<file path="src/rtl/kpd_pkg.sv">
// constants, register codes and helper functions for the knock pattern detector
// no dependencies; used by knock_pattern_detector and its checker
package kpd_pkg;

   // fixed field widths
   localparam int SENSOR_COUNT = 3;
   localparam int SAMPLE_BITS  = 12;
   localparam int TIME_W       = 32;
   localparam int MS_W         = 16;
   localparam int PATTERN_W    = 18;
   localparam int PATTERN_SLOTS = PATTERN_W / 2;
   localparam int SENSOR_W     = 2;
   localparam int VERDICT_W    = 2;

   // default sizes
   localparam int SEQ_CAPACITY_DEF   = 16;
   localparam int PATTERN_LENGTH_DEF = 9;

   // configuration port
   localparam int CSR_INDEX_W = 3;
   localparam int CSR_DATA_W  = PATTERN_W;

   localparam logic [CSR_INDEX_W-1:0] REG_THRESHOLD0 = 3'd0;
   localparam logic [CSR_INDEX_W-1:0] REG_THRESHOLD1 = 3'd1;
   localparam logic [CSR_INDEX_W-1:0] REG_THRESHOLD2 = 3'd2;
   localparam logic [CSR_INDEX_W-1:0] REG_WINDOW     = 3'd3;
   localparam logic [CSR_INDEX_W-1:0] REG_DEBOUNCE   = 3'd4;
   localparam logic [CSR_INDEX_W-1:0] REG_SILENCE    = 3'd5;
   localparam logic [CSR_INDEX_W-1:0] REG_ENABLE     = 3'd6;
   localparam logic [CSR_INDEX_W-1:0] REG_PATTERN    = 3'd7;

   // register reset values
   localparam logic [SAMPLE_BITS-1:0] THRESHOLD0_RST = 12'd900;
   localparam logic [SAMPLE_BITS-1:0] THRESHOLD1_RST = 12'd500;
   localparam logic [SAMPLE_BITS-1:0] THRESHOLD2_RST = 12'd1200;
   localparam logic [MS_W-1:0]        WINDOW_RST     = 16'd40;
   localparam logic [MS_W-1:0]        DEBOUNCE_RST   = 16'd200;
   localparam logic [MS_W-1:0]        SILENCE_RST    = 16'd3000;
   localparam logic                   ENABLE_RST     = 1'b1;
   localparam logic [PATTERN_W-1:0]   PATTERN_RST    = 18'd173312;

   // verdict codes
   localparam logic [VERDICT_W-1:0] VERDICT_NONE   = 2'd0;
   localparam logic [VERDICT_W-1:0] VERDICT_SOLVED = 2'd1;
   localparam logic [VERDICT_W-1:0] VERDICT_FAILED = 2'd2;

   // slot idx of the expected pattern; slots past the register read as zero
   function automatic logic [SENSOR_W-1:0] pattern_entry(input logic [PATTERN_W-1:0] pat,
                                                         input int idx);
      logic [SENSOR_W-1:0] entry;
      entry = '0;
      if (idx < PATTERN_SLOTS) begin
         entry = pat[2*idx +: 2];
      end
      return entry;
   endfunction

endpackage

</file>
<file path="src/rtl/knock_pattern_detector.sv">
// knock pattern detector top level: window grouping, debounce, sequence store and judging
// depends on kpd_pkg
//
// Each transfer on the req_ channel carries one sample from each of the three piezo
// sensors and a millisecond timestamp. The block takes one transfer per clock cycle while
// req_stall is low and answers every one with exactly one rsp_ transfer: the whole update
// (window open/track/close, debounce, winner pick, append to the sequence store and the
// judgement against the expected pattern) is short compare logic from the inputs to the
// result or skid register, with the detector state written on the same edge. A two-entry
// output stage (result register plus skid register) keeps the input side running while
// rsp_stall is high for one cycle; req_stall rises only when both entries hold a result.
// Configuration registers are written through the csr_ channel, which is always ready;
// write them only while no transfer is in flight. The sequence store needs no clearing
// after reset since only entries below the fill count ever decide the verdict.
module knock_pattern_detector #(
   parameter int SEQ_CAPACITY   = kpd_pkg::SEQ_CAPACITY_DEF,
   parameter int PATTERN_LENGTH = kpd_pkg::PATTERN_LENGTH_DEF
) (
   input  logic                                clock,
   input  logic                                reset,
   // input channel
   input  logic                                req_valid,
   output logic                                req_stall,
   input  logic [kpd_pkg::SAMPLE_BITS-1:0]     req_sample0,
   input  logic [kpd_pkg::SAMPLE_BITS-1:0]     req_sample1,
   input  logic [kpd_pkg::SAMPLE_BITS-1:0]     req_sample2,
   input  logic [kpd_pkg::TIME_W-1:0]          req_now_ms,
   // result channel
   output logic                                rsp_valid,
   input  logic                                rsp_stall,
   output logic                                rsp_knock_valid,
   output logic [kpd_pkg::SENSOR_W-1:0]        rsp_knock_sensor,
   output logic [kpd_pkg::VERDICT_W-1:0]       rsp_verdict,
   // configuration write channel
   input  logic                                csr_valid,
   output logic                                csr_ready,
   input  logic [kpd_pkg::CSR_INDEX_W-1:0]     csr_index,
   input  logic [kpd_pkg::CSR_DATA_W-1:0]      csr_data
);

   localparam int SB      = kpd_pkg::SAMPLE_BITS;
   localparam int NS      = kpd_pkg::SENSOR_COUNT;
   localparam int TW      = kpd_pkg::TIME_W;
   localparam int MW      = kpd_pkg::MS_W;
   localparam int SW      = kpd_pkg::SENSOR_W;
   localparam int VW      = kpd_pkg::VERDICT_W;
   // fill count must hold both the capacity and the pattern length
   localparam int LEN_MAX = (SEQ_CAPACITY > PATTERN_LENGTH) ? SEQ_CAPACITY : PATTERN_LENGTH;
   localparam int LEN_W   = $clog2(LEN_MAX + 1);
   localparam int IDX_W   = $clog2(SEQ_CAPACITY);
   // entries that take part in the judgement
   localparam int CMP_LEN = (PATTERN_LENGTH < SEQ_CAPACITY) ? PATTERN_LENGTH : SEQ_CAPACITY;

   // configuration registers
   logic [SB-1:0]                  thr_ff [NS];
   logic [MW-1:0]                  window_ff;
   logic [MW-1:0]                  debounce_ff;
   logic [MW-1:0]                  silence_ff;
   logic                           enable_ff;
   logic [kpd_pkg::PATTERN_W-1:0]  pattern_ff;

   // detector state
   logic                           open_ff, open_in;
   logic [TW-1:0]                  start_ff, start_in;
   logic [SB-1:0]                  peak_ff [NS];
   logic [SB-1:0]                  peak_in [NS];
   logic [TW-1:0]                  last_knock_ff, last_knock_in;
   logic [TW-1:0]                  activity_ff, activity_in;
   logic [LEN_W-1:0]               len_ff, len_in;
   logic [SW-1:0]                  store_ff [SEQ_CAPACITY];

   // per-transfer results
   logic                           req_take;
   logic [SB-1:0]                  samp [NS];
   logic                           append;
   logic [SW-1:0]                  best;
   logic                           knock_valid_c;
   logic [SW-1:0]                  knock_sensor_c;
   logic [VW-1:0]                  verdict_c;

   // output stage: result register and skid register
   logic                           rsp_valid_ff;
   logic                           rsp_knock_valid_ff;
   logic [SW-1:0]                  rsp_knock_sensor_ff;
   logic [VW-1:0]                  rsp_verdict_ff;
   logic                           skid_valid_ff;
   logic                           skid_knock_valid_ff;
   logic [SW-1:0]                  skid_knock_sensor_ff;
   logic [VW-1:0]                  skid_verdict_ff;
   logic                           rsp_take;

   assign samp[0] = req_sample0;
   assign samp[1] = req_sample1;
   assign samp[2] = req_sample2;

   assign req_stall = skid_valid_ff;
   assign req_take  = req_valid && !skid_valid_ff;
   assign csr_ready = 1'b1;

   // configuration writes
   always_ff @(posedge clock) begin
      if (reset) begin
         thr_ff[0]   <= kpd_pkg::THRESHOLD0_RST;
         thr_ff[1]   <= kpd_pkg::THRESHOLD1_RST;
         thr_ff[2]   <= kpd_pkg::THRESHOLD2_RST;
         window_ff   <= kpd_pkg::WINDOW_RST;
         debounce_ff <= kpd_pkg::DEBOUNCE_RST;
         silence_ff  <= kpd_pkg::SILENCE_RST;
         enable_ff   <= kpd_pkg::ENABLE_RST;
         pattern_ff  <= kpd_pkg::PATTERN_RST;
      end else if (csr_valid) begin
         unique case (csr_index)
            kpd_pkg::REG_THRESHOLD0: thr_ff[0]   <= csr_data[SB-1:0];
            kpd_pkg::REG_THRESHOLD1: thr_ff[1]   <= csr_data[SB-1:0];
            kpd_pkg::REG_THRESHOLD2: thr_ff[2]   <= csr_data[SB-1:0];
            kpd_pkg::REG_WINDOW:     window_ff   <= csr_data[MW-1:0];
            kpd_pkg::REG_DEBOUNCE:   debounce_ff <= csr_data[MW-1:0];
            kpd_pkg::REG_SILENCE:    silence_ff  <= csr_data[MW-1:0];
            kpd_pkg::REG_ENABLE:     enable_ff   <= csr_data[0];
            kpd_pkg::REG_PATTERN:    pattern_ff  <= csr_data[kpd_pkg::PATTERN_W-1:0];
            default: begin
            end
         endcase
      end
   end

   // one transfer's update: sensors in order, then window close, then judgement
   always_comb begin
      logic [SB-1:0] best_val;
      logic [SB-1:0] best_thr;
      logic          match;
      logic [SW-1:0] entry;

      open_in        = open_ff;
      start_in       = start_ff;
      peak_in        = peak_ff;
      last_knock_in  = last_knock_ff;
      activity_in    = activity_ff;
      len_in         = len_ff;
      append         = 1'b0;
      best           = '0;
      best_val       = '0;
      best_thr       = '0;
      knock_valid_c  = 1'b0;
      knock_sensor_c = '0;
      verdict_c      = kpd_pkg::VERDICT_NONE;
      match          = 1'b1;
      entry          = '0;

      // first sample at or above its threshold opens a window, later ones track peaks
      for (int i = 0; i < NS; i++) begin
         if (!open_in) begin
            if (samp[i] >= thr_ff[i]) begin
               open_in  = 1'b1;
               start_in = req_now_ms;
               for (int j = 0; j < NS; j++) begin
                  peak_in[j] = '0;
               end
               peak_in[i] = samp[i];
            end
         end else if (samp[i] > peak_in[i]) begin
            peak_in[i] = samp[i];
         end
      end

      // first sensor with the strict largest nonzero peak
      for (int i = 0; i < NS; i++) begin
         if (peak_in[i] > best_val) begin
            best_val = peak_in[i];
            best_thr = thr_ff[i];
            best     = SW'(i);
         end
      end

      if (open_in && (req_now_ms - start_in) >= {{(TW-MW){1'b0}}, window_ff}) begin
         open_in = 1'b0;
         if ((req_now_ms - last_knock_ff) >= {{(TW-MW){1'b0}}, debounce_ff}
             && best_val != '0 && best_val >= best_thr) begin
            last_knock_in = req_now_ms;
            // a disabled knock still restarts the debounce time
            if (enable_ff) begin
               if (len_ff < LEN_W'(SEQ_CAPACITY)) begin
                  append = 1'b1;
                  len_in = len_ff + LEN_W'(1);
               end
               activity_in    = req_now_ms;
               knock_valid_c  = 1'b1;
               knock_sensor_c = best;
            end
         end
      end

      // compare against the pattern, with the entry appended this transfer bypassed
      for (int i = 0; i < CMP_LEN; i++) begin
         entry = (append && len_ff == LEN_W'(i)) ? best : store_ff[i];
         if (entry != kpd_pkg::pattern_entry(pattern_ff, i)) begin
            match = 1'b0;
         end
      end

      if (len_in != '0 && (req_now_ms - activity_in) >= {{(TW-MW){1'b0}}, silence_ff}) begin
         verdict_c   = (match && len_in == LEN_W'(PATTERN_LENGTH)) ? kpd_pkg::VERDICT_SOLVED
                                                                  : kpd_pkg::VERDICT_FAILED;
         len_in      = '0;
         activity_in = '0;
      end
   end

   // detector state
   always_ff @(posedge clock) begin
      if (reset) begin
         open_ff       <= 1'b0;
         start_ff      <= '0;
         last_knock_ff <= '0;
         activity_ff   <= '0;
         len_ff        <= '0;
         for (int i = 0; i < NS; i++) begin
            peak_ff[i] <= '0;
         end
      end else if (req_take) begin
         open_ff       <= open_in;
         start_ff      <= start_in;
         last_knock_ff <= last_knock_in;
         activity_ff   <= activity_in;
         len_ff        <= len_in;
         peak_ff       <= peak_in;
      end
   end

   // sequence store, valid only below the fill count
   always_ff @(posedge clock) begin
      if (req_take && append) begin
         store_ff[len_ff[IDX_W-1:0]] <= best;
      end
   end

   // output stage
   assign rsp_take = rsp_valid_ff && !rsp_stall;

   always_ff @(posedge clock) begin
      if (reset) begin
         rsp_valid_ff  <= 1'b0;
         skid_valid_ff <= 1'b0;
      end else if (!rsp_valid_ff || rsp_take) begin
         if (skid_valid_ff) begin
            rsp_valid_ff  <= 1'b1;
            skid_valid_ff <= 1'b0;
         end else begin
            rsp_valid_ff <= req_take;
         end
      end else if (req_take) begin
         skid_valid_ff <= 1'b1;
      end
   end

   always_ff @(posedge clock) begin
      if (!rsp_valid_ff || rsp_take) begin
         if (skid_valid_ff) begin
            rsp_knock_valid_ff  <= skid_knock_valid_ff;
            rsp_knock_sensor_ff <= skid_knock_sensor_ff;
            rsp_verdict_ff      <= skid_verdict_ff;
         end else begin
            rsp_knock_valid_ff  <= knock_valid_c;
            rsp_knock_sensor_ff <= knock_sensor_c;
            rsp_verdict_ff      <= verdict_c;
         end
      end else if (req_take) begin
         skid_knock_valid_ff  <= knock_valid_c;
         skid_knock_sensor_ff <= knock_sensor_c;
         skid_verdict_ff      <= verdict_c;
      end
   end

   assign rsp_valid        = rsp_valid_ff;
   assign rsp_knock_valid  = rsp_knock_valid_ff;
   assign rsp_knock_sensor = rsp_knock_sensor_ff;
   assign rsp_verdict      = rsp_verdict_ff;

endmodule

</file>
<file path="config.mk">
export PLATFORM = sky130hd
export DESIGN_NAME = knock_pattern_detector
export DESIGN_NICKNAME = d
export VERILOG_FILES = /design/src/rtl/kpd_pkg.sv /design/src/rtl/knock_pattern_detector.sv
export SDC_FILE = /design/constraint.sdc
export NUM_CORES = 1
export LEC_CHECK = 0
export CAP_MARGIN = 5
export CORE_ASPECT_RATIO = 1.25
export CORE_MARGIN = 2
export CORE_UTILIZATION = 44
export CTS_CLUSTER_SIZE = 20
export DETAILED_ROUTE_END_ITERATION = 8
export DONT_BUFFER_PORTS = 1
export HOLD_SLACK_MARGIN = 0.15
export MAX_ROUTING_LAYER = met4
export PLACE_DENSITY = 0.55
export SYNTH_ARGS = -nofsm -noshare
export SYNTH_HDL_FRONTEND = slang
export SYNTH_SLANG_ARGS = --single-unit
</file>
<file path="constraint.sdc">
create_clock -name clock -period 20.6 [get_ports clock]
set_clock_uncertainty 0.15 [all_clocks]
set_input_delay 3.09 -clock clock [delete_from_list [all_inputs] [get_ports clock]]
set_output_delay 3.09 -clock clock [all_outputs]
set_load 0.05 [all_outputs]
</file>
== After elaboration in Yosys (flattened, before gate mapping) ==
Memories as Yosys holds them, arrays and structs flattened.
Index checks and enable logic that the tools add are counted.
Storage, ports and cells
  register bits after elaboration: 217
  RAM bits: 68
  input port bits: 94
  output and inout port bits: 8
  word-level logic and storage cells: 200
  memories kept: 2
Operators by class
  add/subtract/negate cells: 4
  order comparisons: 14
  eq/ne operators: 25
  multiplexer cells: 97
  bitwise operators: 4
  reduce and logical (&&, ||, !) cells: 33
Memories
  thr_ff: depth 3, bits a word 12, rd ports 3, clocked after Yosys merged registers in 0, wr ports 3, line knock_pattern_detector.sv:55  | logic [SB-1:0] thr_ff [NS];
  store_ff: depth 16, bits a word 2, rd ports 9, clocked after Yosys merged registers in 0, wr ports 1, line knock_pattern_detector.sv:70  | logic [SW-1:0] store_ff [SEQ_CAPACITY];
Operators by type and width (number)
  32-bit 2-to-1 mux: 10
  12-bit 2-to-1 mux: 17
  36-bit 2-to-1 mux: 4
  32-bit by 16-bit greater-or-equal comparator with 1-bit output: 3
  32-bit subtractor: 3
  12-bit greater-than comparator: 5
  12-bit greater-or-equal comparator: 4
  24-bit 2-to-1 mux: 2
  1-bit 2-to-1 mux: 42
  2-bit 2-to-1 mux: 17
  5-bit 2-to-1 mux: 5
  5-bit by 3-bit == test with 1-bit output (second input constant): 4
  2-bit != test: 9
  1-bit logical AND: 17
  3-bit == test (second input constant): 4
  12-bit by 1-bit greater-than comparator with 1-bit output (second input constant): 1
  2-bit AND reduction: 6
  12-bit nonzero test: 1
  5-bit by 2-bit == test with 1-bit output (second input constant): 2
  5-bit by 4-bit == test with 1-bit output (second input constant): 2
  3-bit by 2-bit == test with 1-bit output (second input constant): 2
  5-bit by 1-bit adder with 5-bit output (second input constant): 1
  5-bit by 1-bit == test with 1-bit output (second input constant): 1
  5-bit logical NOT: 1
  other kinds (10): 14

== Depth between registers and ports, before layout ==
An unclocked memory read counts as a cell.
  word-level depth: 37
  mapped depth: 85

== Worst setup path after synthesis ==
No wires, ideal clock.
  path kind: input to register
  start point: input port req_sample0[6] (netlist name)
  end point: register rsp_verdict_ff[0], in the netlist rsp_verdict[0] (data pin)
  arrival: 18.474 ns
  data required time: 20.188 ns
  setup slack: 1.714 ns
  stages on the path: 79
  path buffers: 12
  cells stage by stage: ha_1 > a21o_1 > a221oi_2 > a2bb2oi_1 > and2_1 > clkbuf_1 > nand2_1 > ha_1 > and2_1 > nand3_1 > a211o_1 > a31oi_1 > o32ai_1 > clkbuf_1 > clkbuf_1 > a22oi_1 > inv_1 > ha_1 > [... 43 more ...] > maj3_1 > maj3_1 > mux2i_4 > a21o_1 > a21oi_1 > xnor2_1 > ha_1 > a21o_1 > a221oi_1 > o21ai_0 > nor3_1 > o211ai_1 > a221oi_1 > nand4_1 > nor4_4 > a22o_4 > nor4_4 > mux2_1
RTL lines
  from (decl): line knock_pattern_detector.sv:24  | input logic [kpd_pkg::SAMPLE_BITS-1:0] req_sample0,
  to (signal assigned): line knock_pattern_detector.sv:261  | rsp_verdict_ff <= skid_verdict_ff;
  to (signal assigned): line knock_pattern_detector.sv:265  | rsp_verdict_ff <= verdict_c;
  to (decl): line knock_pattern_detector.sv:85  | logic [VW-1:0] rsp_verdict_ff;

==> metrics.md <==
| Metric | Value |
|---|---|
| # IOs | 102 |
| Cell count after placement | 3219 |
| Post-synthesis to final-layout area growth | 7.87% |
| Clock Latency Late Sink | 0.56 ns |
| Power density of the placed cells | 139 nW/µm² |
| Routed Wire Length | 73400 µm |
| Mean instance size in the synthesized netlist | about 8.1 µm² |
| Initial core utilization | 44.8% |
| Post-route non-filler standard cell count | 3283 |
| Unrepaired setup endpoints after global routing | false |
| H-Tree Depth | 2 |
| Die span in x | 203 µm |
| Count of state elements after synthesis | between 200 and 300 |
| Minimum setup slack after placement | 0.909 ns |
| Root Buffer Master | sky130_fd_sc_hd__clkbuf_16 |
| Finished Cell Area | 23400 µm² |
| Clock share of power | 18.9% |
| Congestion Overflow GR | 0 |
| Share of total power consumed by net switching | 46.1% |
| Maximum single-stage delay on the critical path | about 0.5 ns |
| Critical Setup Path Class | primary input to register |
| Kind of start point of the critical path | primary input |
| Maximum frequency from static timing analysis | approximately 52 MHz |
| Run status | finished clean |
| Global placer's final weighted congestion | 0.982 |
| Leak pwr | between 0.009 and 0.01 µW |
| Half-perimeter wire length after placement | 56800 µm |
| Detail-routed via count per cell | 5.96 |
| # setup viols final | 0 |
| Cells on Worst Hold Path | 2 |
| Antenna violations before repair | 0 |
| Worst R2R Start | thr_ff[0][6] |
| Share of the synthesized area in the top cell type | a little under a fifth |
| Vias in the first global route | 19199 |
| Number of buffers inserted by port buffering | 0 |
| Hold endpoint | silence_ff[1] |
| Drt pass-1 iters | 5 |
| Reported max-cap violation count | 0 |
| Final net count | 2960 |
| Worst slew slack as a fraction of its limit | 19.0% |
| Internal power of the cells | 1760 µW |
| Top cells by area, synth | sky130_fd_sc_hd__dfxtp_1 (19%), sky130_fd_sc_hd__ha_1 (14%), sky130_fd_sc_hd__edfxtp_1 (8.9%), sky130_fd_sc_hd__nand2_1 (6.1%), sky130_fd_sc_hd__mux2i_1 (5.6%) |
| Fraction of layout instances using a drive strength above 1 | between 6 and 7% |
| Combinational Power Share | 60.3% |
| Period Utilization, post-route | a little over 90% |
| FF-to-FF End | activity_ff[2] |
| Net switching power | roughly 1500 µW |
| Top cell by count, worst path | sky130_fd_sc_hd__a21o_1 |
| Instance count of the mapped netlist | 2675 |
| Critical Path Fanout Max | 25 |
| Clk sink count | 271 |
| Sequential-to-total area share from yosys stat | 28.0% |
| Number of cells on the worst reg-to-reg path | 76 |
| CTS tree | built |
| Origin of the worst min-delay path | silence_ff[1] |
| Count of endpoints failing hold in the final timing report | 0 |
| Drt drc | 0 |
| Minimum clock period after layout | approximately 19 ns |
| Share of flip-flops with an asynchronous set or reset after synthesis | 0% |
| Accumulated negative setup slack | 0 ns |
| CTS clk-pin slew, worst paths | 0.05 ns |
| Number of nets in the synthesized netlist | roughly 3000 |
| Max-slew violation total from the final report | 0 |
| GRT Util Overall | a little under 30% |
| Min setup slack post-route | between 1 and 1.5 ns |
| Number of different library cells in the post-synthesis netlist | 96 |
| Core Footprint | 48400 µm² |
| Initial detailed-routing violation count | between 1000 and 1500 |
| Area after DPL | 22200 µm² |
| Critical Path AT | 19.44 ns |
| Maximum clock path buffer count | 3 |
| Worst voltage drop across the vdd grid | 87.5 µV |
| Pin count of the biggest net entering global routing | 166 |
| Wire length of the first global-routing pass | 111000 µm |
| Path class of the lowest-slack min-delay path | register to register |
| Antenna Diode Count | 0 |
| Synth top cells by count | sky130_fd_sc_hd__nand2_1 (350), sky130_fd_sc_hd__ha_1 (250), sky130_fd_sc_hd__a21oi_1 (231), sky130_fd_sc_hd__nor2_1 (214), sky130_fd_sc_hd__dfxtp_1 (207) |
| Critical path's slowest cell | sky130_fd_sc_hd__and2_1 |
| Most repeated cell in the gate-level netlist after synthesis | sky130_fd_sc_hd__nand2_1 |
| DIE HEIGHT | 252 µm |
| Hold buffers post-CTS | 0 |
| Required arrival time at the worst endpoint | 20.91 ns |
| Total standard cell area after synthesis | approximately 22000 µm² |
| Library cell with the largest summed area after synthesis | sky130_fd_sc_hd__dfxtp_1 |
| Yosys Warn Count | 0 |
| Measured slew at the worst slew-check pin | 1.20 ns |
| Most common flop cell mapped by yosys | sky130_fd_sc_hd__dfxtp_1 |
| Full die area | 51100 µm² |
| Detail Route Antenna Nets | 0 |
| Number of cell rows | 90 |
| R2R setup slack | 3.48 ns |
| Number of CTS-inserted buffers | 35 |
| Number of enable flip-flop cells after synthesis | 64 |
| Via total after detailed routing | between 15000 and 20000 |
| Fraction of power consumed by sequential logic | 20.8% |
| Post-DR wirelength/cell | 22.4 µm |
| Capturing element type of the critical path | register |
area by class of cell:
class	count	area (µm²)
timing repair inverter	1	5.00
clock inverter	15	155
clock buffer	48	985
timing repair buffer	22	178
fill	4740	25000
sequential	271	6070
multi-input combinational	2109	14500
tap	644	806
inverter	173	653
what timing repair did:
action / 4_1_cts / 5_1_grt
setup buffers: 0 / 0
gates resized for setup: 0 / 1
setup endpoints to repair: 0 / 25
power groups by stage:
stage | sequential, µW | clock [µW] | combinational, µW
global route | 686 | 649 | 2170
detailed placement | 689 | 0 | 1940
floorplan | 676 | 0 | 1490
global placement | 687 | 0 | 1910
finish | 678 | 615 | 1970
CTS | 678 | 633 | 1950
kinds of logic (layout without fill, tap and decap cells):
logic type	Yosys count	in the layout	share of synthesized area (%)
xor gates and xnor gates	84	84	3.39
adders and majority gates	258	258	14.9
other	1	1	0.0173
muxes	136	136	6.43
AOI/OAI and AO/OA	739	739	22.9
and+or+nand+nor	891	891	19.1
buffers and inverters	295	259	5.25
DFF	271	271	28.0
layer usage:
metal  track usage [%]  up-vias  part of all wire [%]
met2              53.4      543                    52
met5                 -        -                     0
met4              13.3        0                   5.3
met1              30.8     9321                    39
li1                  -     9529                     -
met3              3.82      189                   4.5
per-stage QoR:
step	total power, µW	hold slack (ns)	util (%)
after floorplan	2160	0.271	-
after global placement	2600	0.285	45.9
after detailed placement	2630	0.289	45.9
after CTS	3260	0.298	48.3
after global routing	3510	0.323	48.3
final	3260	0.298	48.3
worst max-delay path: cells and delay by family:
family	cells	cell delay, ns
AOI/OAI and AO/OA	41	7.92
xor gates and xnor gates	1	0.14
adders and majority gates	11	3.27
buffers and inverters	3	0.60
muxes	2	0.73
and+or+nand+nor	17	3.63
sequential cells by signal (all words and copies together) (netlist names), 16 cells and up:
register	flops
last_knock_ff	32
start_ff	32
store_ff	18
window_ff	16
activity_ff	32
debounce_ff	16
peak_ff	36
pattern_ff	18
silence_ff	16
thr_ff	36
how the worst max path moves through the flow:
stage | end | startpoint | cells past startpoint | slack [ns]
6_report | activity_ff[2] | req_sample0[6] | 75 | 1.47
5_1_grt | activity_ff[2] | req_sample0[6] | 74 | 0.04
4_1_cts | activity_ff[2] | req_sample0[6] | 72 | 1.43
3_5_place_dp | activity_ff[2] | req_sample0[6] | 72 | 0.91
3_3_place_gp | activity_ff[5] | req_sample0[6] | 72 | 1.45
2_1_floorplan | rsp_verdict[0] | req_sample0[6] | 79 | 1.71
cell usage in the layout, fill, tap and decap left out, types with 21 or more instances in the layout:
master / n
sky130_fd_sc_hd__a211oi_1: 65
sky130_fd_sc_hd__a21o_1: 65
sky130_fd_sc_hd__a21oi_1: 229
sky130_fd_sc_hd__and2_1: 30
sky130_fd_sc_hd__and3_1: 25
sky130_fd_sc_hd__buf_4: 21
sky130_fd_sc_hd__clkbuf_16: 35
sky130_fd_sc_hd__dfxtp_1: 207
sky130_fd_sc_hd__edfxtp_1: 64
sky130_fd_sc_hd__ha_1: 250
sky130_fd_sc_hd__inv_1: 172
sky130_fd_sc_hd__mux2i_1: 121
sky130_fd_sc_hd__nand2_1: 350
sky130_fd_sc_hd__nand2b_1: 30
sky130_fd_sc_hd__nand3_1: 50
sky130_fd_sc_hd__nand4_1: 48
sky130_fd_sc_hd__nor2_1: 213
sky130_fd_sc_hd__nor2b_1: 26
sky130_fd_sc_hd__nor3_1: 54
sky130_fd_sc_hd__o211ai_1: 34
sky130_fd_sc_hd__o21a_1: 37
sky130_fd_sc_hd__o21ai_0: 114
sky130_fd_sc_hd__o21ai_2: 22
sky130_fd_sc_hd__xnor2_1: 46
sky130_fd_sc_hd__xor2_1: 38
Power figures use the tool's default switching activity.
